[config.mk]
export PLATFORM = sky130hd
export DESIGN_NAME = swarc_div
export DESIGN_NICKNAME = d
export VERILOG_FILES = /design/src/design/swarc_pkg.sv /design/src/design/swarc_div.sv
export SDC_FILE = /design/constraint.sdc
export NUM_CORES = 1
export LEC_CHECK = 0
export BUFFER_PORTS_ARGS = -buffer_cell sky130_fd_sc_hd__buf_2
export CAP_MARGIN = 20
export CORE_MARGIN = 4
export CORE_UTILIZATION = 45
export DETAILED_ROUTE_END_ITERATION = 16
export PLACE_DENSITY = 0.66
export SYNTH_ARGS = -nofsm -noshare
export SYNTH_HDL_FRONTEND = slang
export SYNTH_SLANG_ARGS = --single-unit
export TNS_END_PERCENT = 5
[constraint.sdc]
create_clock -name clk -period 10.3 [get_ports clk]
set_input_delay 0 -clock clk [delete_from_list [all_inputs] [get_ports clk]]
set_output_delay 0 -clock clk [all_outputs]
set_load 0.1 [all_outputs]
[src/design/swarc_pkg.sv]
`timescale 1ns / 1ps
// ----------------------------------------------------------------------------
// swarc_pkg: shared types and helpers
// Word types, list codes, sequencer states and saturating byte arithmetic.
// ----------------------------------------------------------------------------
package swarc_pkg;

  localparam int DIR_ENTRIES_DEF = 256;
  localparam int BW = 41;
  localparam int CW = 40;
  localparam int SW = 32;
  localparam int KW = 48;
  localparam int TW = 63;
  localparam logic [CW-1:0] CAP_RESET = 40'd1048576;

  localparam logic [1:0] GK_NONE = 2'd0;
  localparam logic [1:0] GK_B1   = 2'd1;
  localparam logic [1:0] GK_B2   = 2'd2;

  typedef struct packed {
    logic [KW-1:0] block_key;
    logic [SW-1:0] object_size;
  } req_word_t;

  typedef struct packed {
    logic          hit;
    logic [1:0]    ghost_kind;
    logic          bypassed;
    logic [TW-1:0] total_bytes;
    logic [TW-1:0] hit_bytes;
    logic [CW-1:0] target_recent;
  } rsp_word_t;

  typedef enum logic [2:0] {
    LST_NEVER, LST_T1, LST_T2, LST_B1, LST_B2, LST_FREED
  } list_t;

  typedef enum logic [3:0] {
    S_CLEAR, S_IDLE, S_SCAN, S_SCANW, S_DECIDE, S_DIV, S_GHOST_UPD,
    S_MOVE_HIT, S_EVICT, S_INSERT, S_TRIM_CHK, S_TRIM_MOVE, S_PUSH
  } state_t;

  function automatic logic [BW-1:0] bytes_upd(input logic [BW-1:0] v, input logic from_m,
                                              input logic to_m, input logic [SW-1:0] s);
    logic [BW-1:0] r;
    logic [BW:0]   sum;
    r = v;
    if (from_m) begin
      r = (r > BW'(s)) ? r - BW'(s) : '0;
    end
    sum = {1'b0, r} + (BW+1)'(s);
    if (to_m) begin
      r = sum[BW] ? {BW{1'b1}} : sum[BW-1:0];
    end
    return r;
  endfunction

  function automatic logic [TW-1:0] add63(input logic [TW-1:0] a, input logic [SW-1:0] b);
    logic [TW:0] sum;
    sum = {1'b0, a} + (TW+1)'(b);
    return sum[TW] ? {TW{1'b1}} : sum[TW-1:0];
  endfunction

endpackage

[src/design/swarc_div.sv]
`timescale 1ns / 1ps
// ----------------------------------------------------------------------------
// swarc_div: restoring divider
// Unsigned divider producing one quotient bit per cycle; a zero divisor
// gives a zero quotient.
// ----------------------------------------------------------------------------
module swarc_div (
  input  logic                   clk,
  input  logic                   rst,
  input  logic                   start,
  input  logic [swarc_pkg::BW-1:0] dividend,
  input  logic [swarc_pkg::BW-1:0] divisor,
  output logic                   done,
  output logic [swarc_pkg::BW-1:0] quotient
);
  import swarc_pkg::*;

  localparam int NW = $clog2(BW + 1);

  logic          busy;
  logic [NW-1:0] cnt;
  logic [BW-1:0] rem;
  logic [BW-1:0] quo;
  logic [BW-1:0] dvs;
  logic [BW:0]   trial;

  assign trial = {rem, quo[BW-1]};
  assign quotient = (dvs == '0) ? '0 : quo;

  always_ff @(posedge clk) begin
    if (rst) begin
      busy <= 1'b0;
      done <= 1'b0;
      cnt  <= '0;
    end else begin
      done <= busy && (cnt == NW'(1));
      if (start) begin
        busy <= 1'b1;
        cnt  <= NW'(BW);
        rem  <= '0;
        quo  <= dividend;
        dvs  <= divisor;
      end else if (busy) begin
        cnt <= cnt - NW'(1);
        if (cnt == NW'(1)) begin
          busy <= 1'b0;
        end
        if (trial >= {1'b0, dvs}) begin
          rem <= BW'(trial - {1'b0, dvs});
          quo <= {quo[BW-2:0], 1'b1};
        end else begin
          rem <= trial[BW-1:0];
          quo <= {quo[BW-2:0], 1'b0};
        end
      end
    end
  end

endmodule

==> results.yml, run 1 <==
run_status:
  status: "finished clean"
grt:
  grtUsageTotal_pct: 20.7
  grt_pass1_wl_mm: 33.1
  overflow: 0
  grt_pass1_vias: 6604
  grt_max_degree: 83
  grt_antenna_before_repair: 0
synthesis:
  synth_edf_count: 123
  syn-cell-area_sq_um: 7920
  yosysMostFrequentCell: "edfxtp_1"
  yosysUniqueCellTypes: 66
  yosys.area.top_type_share_pct: 46.6
  synth_area_per_cell_sq_um: 10.4
  synth_nets: 889
  synthArstFlopShare_pct: 0
  synth_area_leaders: "edfxtp_1 (47%), ha_1 (6.8%), mux2_2 (5.8%)"
  synthTopCellsByCount: "edfxtp_1 (123), nand2_1 (78), a21oi_1 (64)"
  yosysTopAreaCell: "edfxtp_1"
  seq_area_frac_synth_pct: 48.6
  ys_ff_latch: 131
  synthFlopType: "edfxtp_1"
  yosys_warnings: 0
  syn_inst: 760
timing:
  max_freq_ghz: 0.255
  rsz0062_at_grt: "no"
  max-slew-margin-rel_pct: 25.2
  period_needed_ns: 3.92
  whs_ns: 0.199
  period_share_pct: 38.1
  max_slew.worst_pin.slew_ns: 1.12
  finClkSkew_ns: 0.0105
  tns_ns: 0
  setup_viol: 0
  drv_slew: 0
  hold_viol: 0
worst_setup_path:
  r2r-end: "rem[34]"
  path_class: "register to register"
  worstPathRequired_ns: 10.47
  r2r_slack_ns: 6.38
  critical-path-max-stage-delay_ns: 0.61
  rr_startpoint: "quo[40]"
  crit_fanout: 27
  crit_start: "quo[40]"
  endpoint: "rem[34]"
  crit_chain: "inv_1 > ha_1 > inv_1 > fa_1 > a21oi_1 > o211ai_2 > nand3_1 > a21oi_2 > o31ai_4 > a21oi_2 > nor2_2 > buf_4 > nor4_1 > a311o_1"
  worst_ep_arrival_time_ns: 4.09
  startpoint_type: "register"
  setup.worst_path.end_class: "register"
  worst_r2r_path_depth: 14
  cp_slowest_cell: "nor2_2"
layout:
  antenna_cells: 0
  syn_to_final_growth_pct: 28.2
  finalNetCount: 1091
  layout-drive-gt1-share_pct: 23.0
  post-route-cell-area_sq_um: 10200
power_and_ir_drop:
  ir_drop_mv: 0.115
  leakage_uw: 0.00419
  power_density_nw_per_um2: 171
clock_network:
  path_clk_slew_ns: 0.06
  clockBufferDepth: 2
  insertion_delay_ns: 0.42
  cts-resized-gates: 0
  cts.sinks: 131
  numCtsBuffers: 17
  cts_root_buf: "clkbuf_16"
  cts_tree: "built"
  htreeDepth: 4
drt:
  vias: 6478
  drtIter0Drc: 383
  drc: 0
  wl_per_cell_microns: 16.9
  wl_mm: 20.3
  drt-pass1-iter-count: 5
  vias_per_cell: 5.40
  ant_nets: 0
placed_design:
  place_area_sq_um: 8760
  dpl.hpwl_mm: 13.7
  globalplace.congestion: 0.851
  port_buffers: 126
floorplan:
  dieArea_sq_um: 19800
  initial_core_util_pct: 45.8
  core_sq_um: 17300
  rows: 48
  die_h_microns: 141
  io_pins: 127
  die_w_microns: 141
run:
  maxCapViolCount: 0
worst_hold_path:
  hp-class: "input pin to register"
## sequential cells by signal (all words and copies together) (netlist names)
name,count
busy,1
cnt,6
done,1
dvs,41
quo,41
rem,41
## cell families (layout without fill, tap and decap cells)
group                    count (synthesis)  after routing  synth area share [%]
AND/OR/NAND/NOR                        251            251                  16.1
buffers and inverters                   87            302                  4.44
adder cells (fa/ha/maj)                 44             44                  7.04
XOR/XNOR                                31             31                  3.43
AO/OA/AOI/OAI                          175            175                  14.5
multiplexers                            41             41                  5.83
flip-flops                             131            131                  48.6
## where the power goes
part / total (uW) / leakage, uW / internal, uW / switching (uW)
registers: 665 / 0.00124 / 640 / 25.0
logic: 481 / 0.00267 / 180 / 301
clock network: 590 / 0.000274 / 338 / 252
total: 1740 / 0.00419 / 1160 / 578
## critical path, delay by kind of cell, from the launching register on
kind	cells	cell delay (ns)
buffers and inverters	3	0.58
AO/OA/AOI/OAI	6	1.29
adder cells (fa/ha/maj)	2	0.57
AND/OR/NAND/NOR	3	0.85
flip-flops	1	0.38
## worst min-delay path by stage
stage / start / endpoint / slack (ns) / cells after the start
2_1_floorplan: divisor[0] / dvs[0] / 0.1 / 0
3_3_place_gp: divisor[18] / dvs[18] / 0.18 / 1
3_5_place_dp: divisor[14] / dvs[14] / 0.18 / 1
4_1_cts: start / rem[26] / 0.19 / 2
5_1_grt: start / rem[22] / 0.22 / 2
6_report: start / rem[40] / 0.20 / 2
## cell type report
cell class | instances | area [sq um]
inverter | 55 | 206
fill | 1499 | 7140
tap | 225 | 282
clock inverter | 15 | 144
clock buffer | 17 | 425
sequential | 131 | 3850
multi-input combinational | 542 | 3740
timing repair buffer | 215 | 1510
## cell usage in the layout (no fill, tap or decap), types with 19 or more instances in the layout
cell,instances
buf_2,125
edfxtp_1,123
dlygate4sd3_1,83
nand2_1,78
a21oi_1,64
inv_1,55
nor2b_1,44
ha_1,43
mux2_2,41
nor2_1,33
o21ai_0,21
a21o_1,19
## layer usage
layer	GRT usage (%)	vias to the layer above	share of wire [%]
li1	-	3193	-
met1	27.6	3081	46
met2	34.4	188	48
met3	4.34	16	5.2
met4	5.56	0	1.1
met5	0	-	0
## per-stage QoR
step                std cells  power, uW  util (%)  worst slack, ns
floorplan                 760       1030         -             5.48
global placement         1085       1120      50.7             6.57
detailed placement       1085       1120      50.7             6.44
CTS                      1200       1740      58.7             6.45
global route             1200       1820      58.7             6.14
finish                   1200       1740      58.7             6.38
## timing repair
item,4_1_cts,5_1_grt
hold buffers,83,0
endpoints found under the hold margin,90,0
buffers inserted,0,0
No activity file was read; power rests on OpenSTA's default activity.
==> run 2: changes to the inputs <==
- clock period: 10.3 -> 3.8 ns (I/O delays scaled with it)
==> results.yml, run 2 (same netlist as run 1, synthesis figures left out) <==
floorplan:
  die_h_microns: 141
  dieArea_sq_um: 19800
  rows: 48
  io_pins: 127
  initial_core_util_pct: 45.8
  core_sq_um: 17300
  die_w_microns: 141
clock_network:
  cts_tree: "built"
  cts_setup_buffers: 0
  insertion_delay_ns: 0.42
  cts_root_buf: "clkbuf_16"
  clockBufferDepth: 2
  cts.sinks: 131
  htreeDepth: 4
  cts-resized-gates: 0
  numCtsBuffers: 17
  path_clk_slew_ns: 0.06
timing:
  finClkSkew_ns: 0.0136
  max-slew-margin-rel_pct: 42.5
  period_needed_ns: 3.39
  whs_ns: 0.168
  tns_ns: 0
  rsz0062_at_grt: "no"
  period_share_pct: 89.2
  hold_viol: 0
  setup_viol: 0
  max_slew.worst_pin.slew_ns: 0.860
  drv_slew: 0
  max_freq_ghz: 0.295
worst_setup_path:
  crit_chain: "inv_1 > ha_1 > inv_1 > fa_1 > a21oi_1 > o211ai_2 > nand3_1 > a21oi_2 > o31ai_4 > a21oi_2 > or2_1 > buf_4 > nand4_1 > o311ai_1"
  worstPathRequired_ns: 3.95
  worst_ep_arrival_time_ns: 3.54
  crit_buf_inv: 3
  path_class: "register to register"
  critical-path-max-stage-delay_ns: 0.42
  crit_fanout: 24
  startpoint_type: "register"
  cp_slowest_cell: "fa_1"
  setup.worst_path.end_class: "register"
  path_delay_family: "compound AO/OA/AOI/OAI gates"
drt:
  wl_mm: 20.1
  drt-pass1-iter-count: 5
  drc: 0
  wl_per_cell_microns: 16.7
  vias_per_cell: 5.39
  drtIter0Drc: 448
  ant_nets: 0
  vias: 6493
power_and_ir_drop:
  ir_drop_mv: 0.350
  power_density_nw_per_um2: 462
  leakage_uw: 0.00421
layout:
  finalNetCount: 1095
  final.fill_count: 1435
  fin_util_pct: 59.0
  reg.largest.list: "dvs (41), quo (41), rem (41)"
  syn_to_final_growth_pct: 28.8
  antenna_cells: 0
  final_cell_mix: "buf_2 (125), edfxtp_1 (123), dlygate4sd3_1 (83)"
  layout_commonest_cell: "buf_2"
  layout-drive-gt1-share_pct: 23.2
placed_design:
  dpl.hpwl_mm: 13.8
  port_buffers: 126
  globalplace.congestion: 0.892
grt:
  grt_pass1_vias: 6580
  grt_pass1_wl_mm: 33.2
  grt_antenna_before_repair: 0
  grtUsageTotal_pct: 20.6
  grt_max_degree: 52
  overflow: 0
run:
  maxCapViolCount: 0
worst_hold_path:
  hp-class: "input pin to register"
run_status:
  status: "finished clean"
## run 2: worst paths after layout
check	startpoint	endpoint	slack, ns	depth (start not counted)
worst min register to register	cnt[1]	cnt[1]	0.51	2
worst min-delay path	start	cnt[5]	0.17	3
worst max register to register	quo[40]	rem[39]	0.41	14
worst max-delay path	quo[40]	rem[39]	0.41	14
## run 2: stage by stage
stage	setup WS, ns	std cells	cell area (sq um)	total power [uW]
floorplan	0.349	760	7930	2780
global placement	0.524	1089	8800	3050
detailed placement	0.443	1089	8800	3060
CTS	0.429	1204	10200	4730
global route	0.139	1204	10200	4950
finish	0.411	1204	10200	4710
## run 2: final cells by class
cell class / instances / area, sq um / share of cell area [%]
inverters: 55 / 206 / 2.02
clock inverters: 15 / 145 / 1.42
flip-flops and latches: 131 / 3850 / 37.8
repair buffers: 219 / 1550 / 15.2
well taps: 225 / 282 / 2.76
clock buffers: 17 / 425 / 4.17
multi-input cells: 542 / 3740 / 36.7
## run 2: worst register-to-register path, delay by kind of cell (launching register included)
kind | cells | cell delay (ns)
compound gates | 6 | 1.08
simple gates | 3 | 0.66
flops | 1 | 0.38
fa+ha+maj | 2 | 0.58
buf+inv | 3 | 0.43
## run 2: where the power goes
part / internal (uW) / total [uW] / switching [uW]
clock network: 916 / 1600 / 685
registers: 1730 / 1800 / 69.5
logic: 497 / 1310 / 811
## run 2: metal layers
layer	global-route usage [%]	routed length (microns)
met5	0	0
met3	5.73	1380
met4	4.49	265
met2	31.8	8990
met1	29.1	9500
## run 2: repair_timing
action / in CTS / in global routing
hold buffers: 83 / 0
endpoints found under the hold margin: 90 / 0
setup endpoints to repair: 0 / 0
==> run 3: changes to the inputs <==
- BUFFER_PORTS_ARGS: -buffer_cell sky130_fd_sc_hd__buf_2 -> unset
- DONT_BUFFER_PORTS: unset -> 1
- PLACE_DENSITY: 0.66 -> unset
- SLEW_MARGIN: unset -> 10
==> results.yml, run 3 (same netlist as run 1, synthesis figures left out) <==
layout:
  layout_commonest_cell: "edfxtp_1"
  final_cell_mix: "edfxtp_1 (123), dlygate4sd3_1 (83), nand2_1 (78)"
  reg.largest.list: "dvs (41), quo (41), rem (41)"
  antenna_cells: 0
  finalNetCount: 970
  post-route-cell-area_sq_um: 9760
  final.fill_count: 1511
  layout-drive-gt1-share_pct: 16.9
  syn_to_final_growth_pct: 23.1
run_status:
  status: "finished clean"
worst_setup_path:
  startpoint_type: "register"
  path_class: "register to register"
  crit_fanout: 40
  worst_ep_arrival_time_ns: 3.61
  r2r_slack_ns: 0.36
  worst_r2r_path_depth: 13
  path_delay_family: "compound AO/OA/AOI/OAI gates"
  rr_startpoint: "quo[40]"
  crit_buf_inv: 3
  worstPathRequired_ns: 3.98
  cp_slowest_cell: "fa_1"
  crit_chain: "inv_1 > ha_1 > inv_1 > fa_1 > a21oi_1 > o211ai_2 > nand3_1 > a21oi_2 > o31ai_4 > a21oi_2 > or2_1 > buf_4 > mux2_2"
  critical-path-max-stage-delay_ns: 0.42
  setup.worst_path.end_class: "register"
  r2r-end: "quo[0]"
timing:
  drv_slew: 0
  finClkSkew_ns: 0.0106
  period_share_pct: 90.4
  max-slew-margin-rel_pct: 24.0
  max_freq_ghz: 0.291
  max_slew.worst_pin.slew_ns: 1.14
  period_needed_ns: 3.44
  tns_ns: 0
  setup_viol: 0
  hold_viol: 0
  rsz0062_at_grt: "no"
drt:
  wl_mm: 19.6
  wl_per_cell_microns: 18.2
  vias: 6043
  vias_per_cell: 5.60
  drtIter0Drc: 388
  ant_nets: 0
  drc: 0
  drt-pass1-iter-count: 4
worst_hold_path:
  hp-class: "input pin to register"
  min_from: "rst"
  hold_end: "rem[37]"
  whs_path_depth: 2
power_and_ir_drop:
  power_density_nw_per_um2: 492
  ir_drop_mv: 0.320
  leakage_uw: 0.00380
clock_network:
  insertion_delay_ns: 0.43
  cts.sinks: 131
  cts_hold_buf: 84
  cts_tree: "built"
  clockBufferDepth: 2
  numCtsBuffers: 17
  cts-resized-gates: 0
  path_clk_slew_ns: 0.06
  cts_root_buf: "clkbuf_16"
  cts_setup_buffers: 0
  htreeDepth: 4
floorplan:
  rows: 48
  dieArea_sq_um: 19800
  core_sq_um: 17300
  initial_core_util_pct: 45.8
  io_pins: 127
  die_h_microns: 141
  die_w_microns: 141
grt:
  grt_max_degree: 86
  grt_pass1_vias: 6237
  grtUsageTotal_pct: 20.0
  grt_antenna_before_repair: 0
  grt_pass1_wl_mm: 31.6
  overflow: 0
placed_design:
  port_buffers: 0
  globalplace.congestion: 0.910
  place_area_sq_um: 8250
  dpl.hpwl_mm: 13.4
run:
  maxCapViolCount: 0
[run 3: layout make-up]
class | instances | area [sq um] | area share (%)
multi-input cells | 542 | 3840 | 39.4
repair buffers | 94 | 953 | 9.77
flip-flops and latches | 131 | 3850 | 39.5
well taps | 225 | 282 | 2.89
clock buffers | 17 | 425 | 4.36
inverters | 55 | 206 | 2.12
clock inverters | 15 | 191 | 1.96
[run 3: how the worst max path moves through the flow]
stage / to / depth (start not counted) / slack, ns / from
finish: quo[0] / 13 / 0.36 / quo[40]
detailed placement: quo[0] / 13 / 0.39 / quo[40]
global route: rem[33] / 14 / 0.03 / quo[40]
global placement: quo[0] / 13 / 0.43 / quo[40]
CTS: quo[0] / 13 / 0.37 / quo[40]
floorplan: quo[0] / 5 / 0.35 / start
[run 3: layer usage]
metal	GRT usage [%]	up-vias	wire length, microns
li1	-	2958	-
met2	32.2	176	9360
met1	26.4	2893	8760
met4	6.07	0	257
met3	5.50	16	1250
met5	0	-	0
[run 3: report_power, final]
part	leakage (uW)	total, uW	switching, uW	internal (uW)
Combinational	0.00226	1250	789	458
Sequential	0.00124	1800	72.3	1730
Clock	0.000303	1750	695	1050
[run 3: metrics by stage]
step	setup slack, ns	power, uW	utilization, %	std cells	hold WS [ns]
floorplan	0.349	2780	-	760	0.0989
global route	0.0302	5030	56.4	1079	0.0215
CTS	0.370	4820	56.2	1078	0.0319
finish	0.364	4800	56.4	1079	0.0345
global placement	0.430	2970	47.7	962	0.0722
detailed placement	0.393	2980	47.7	962	0.0730
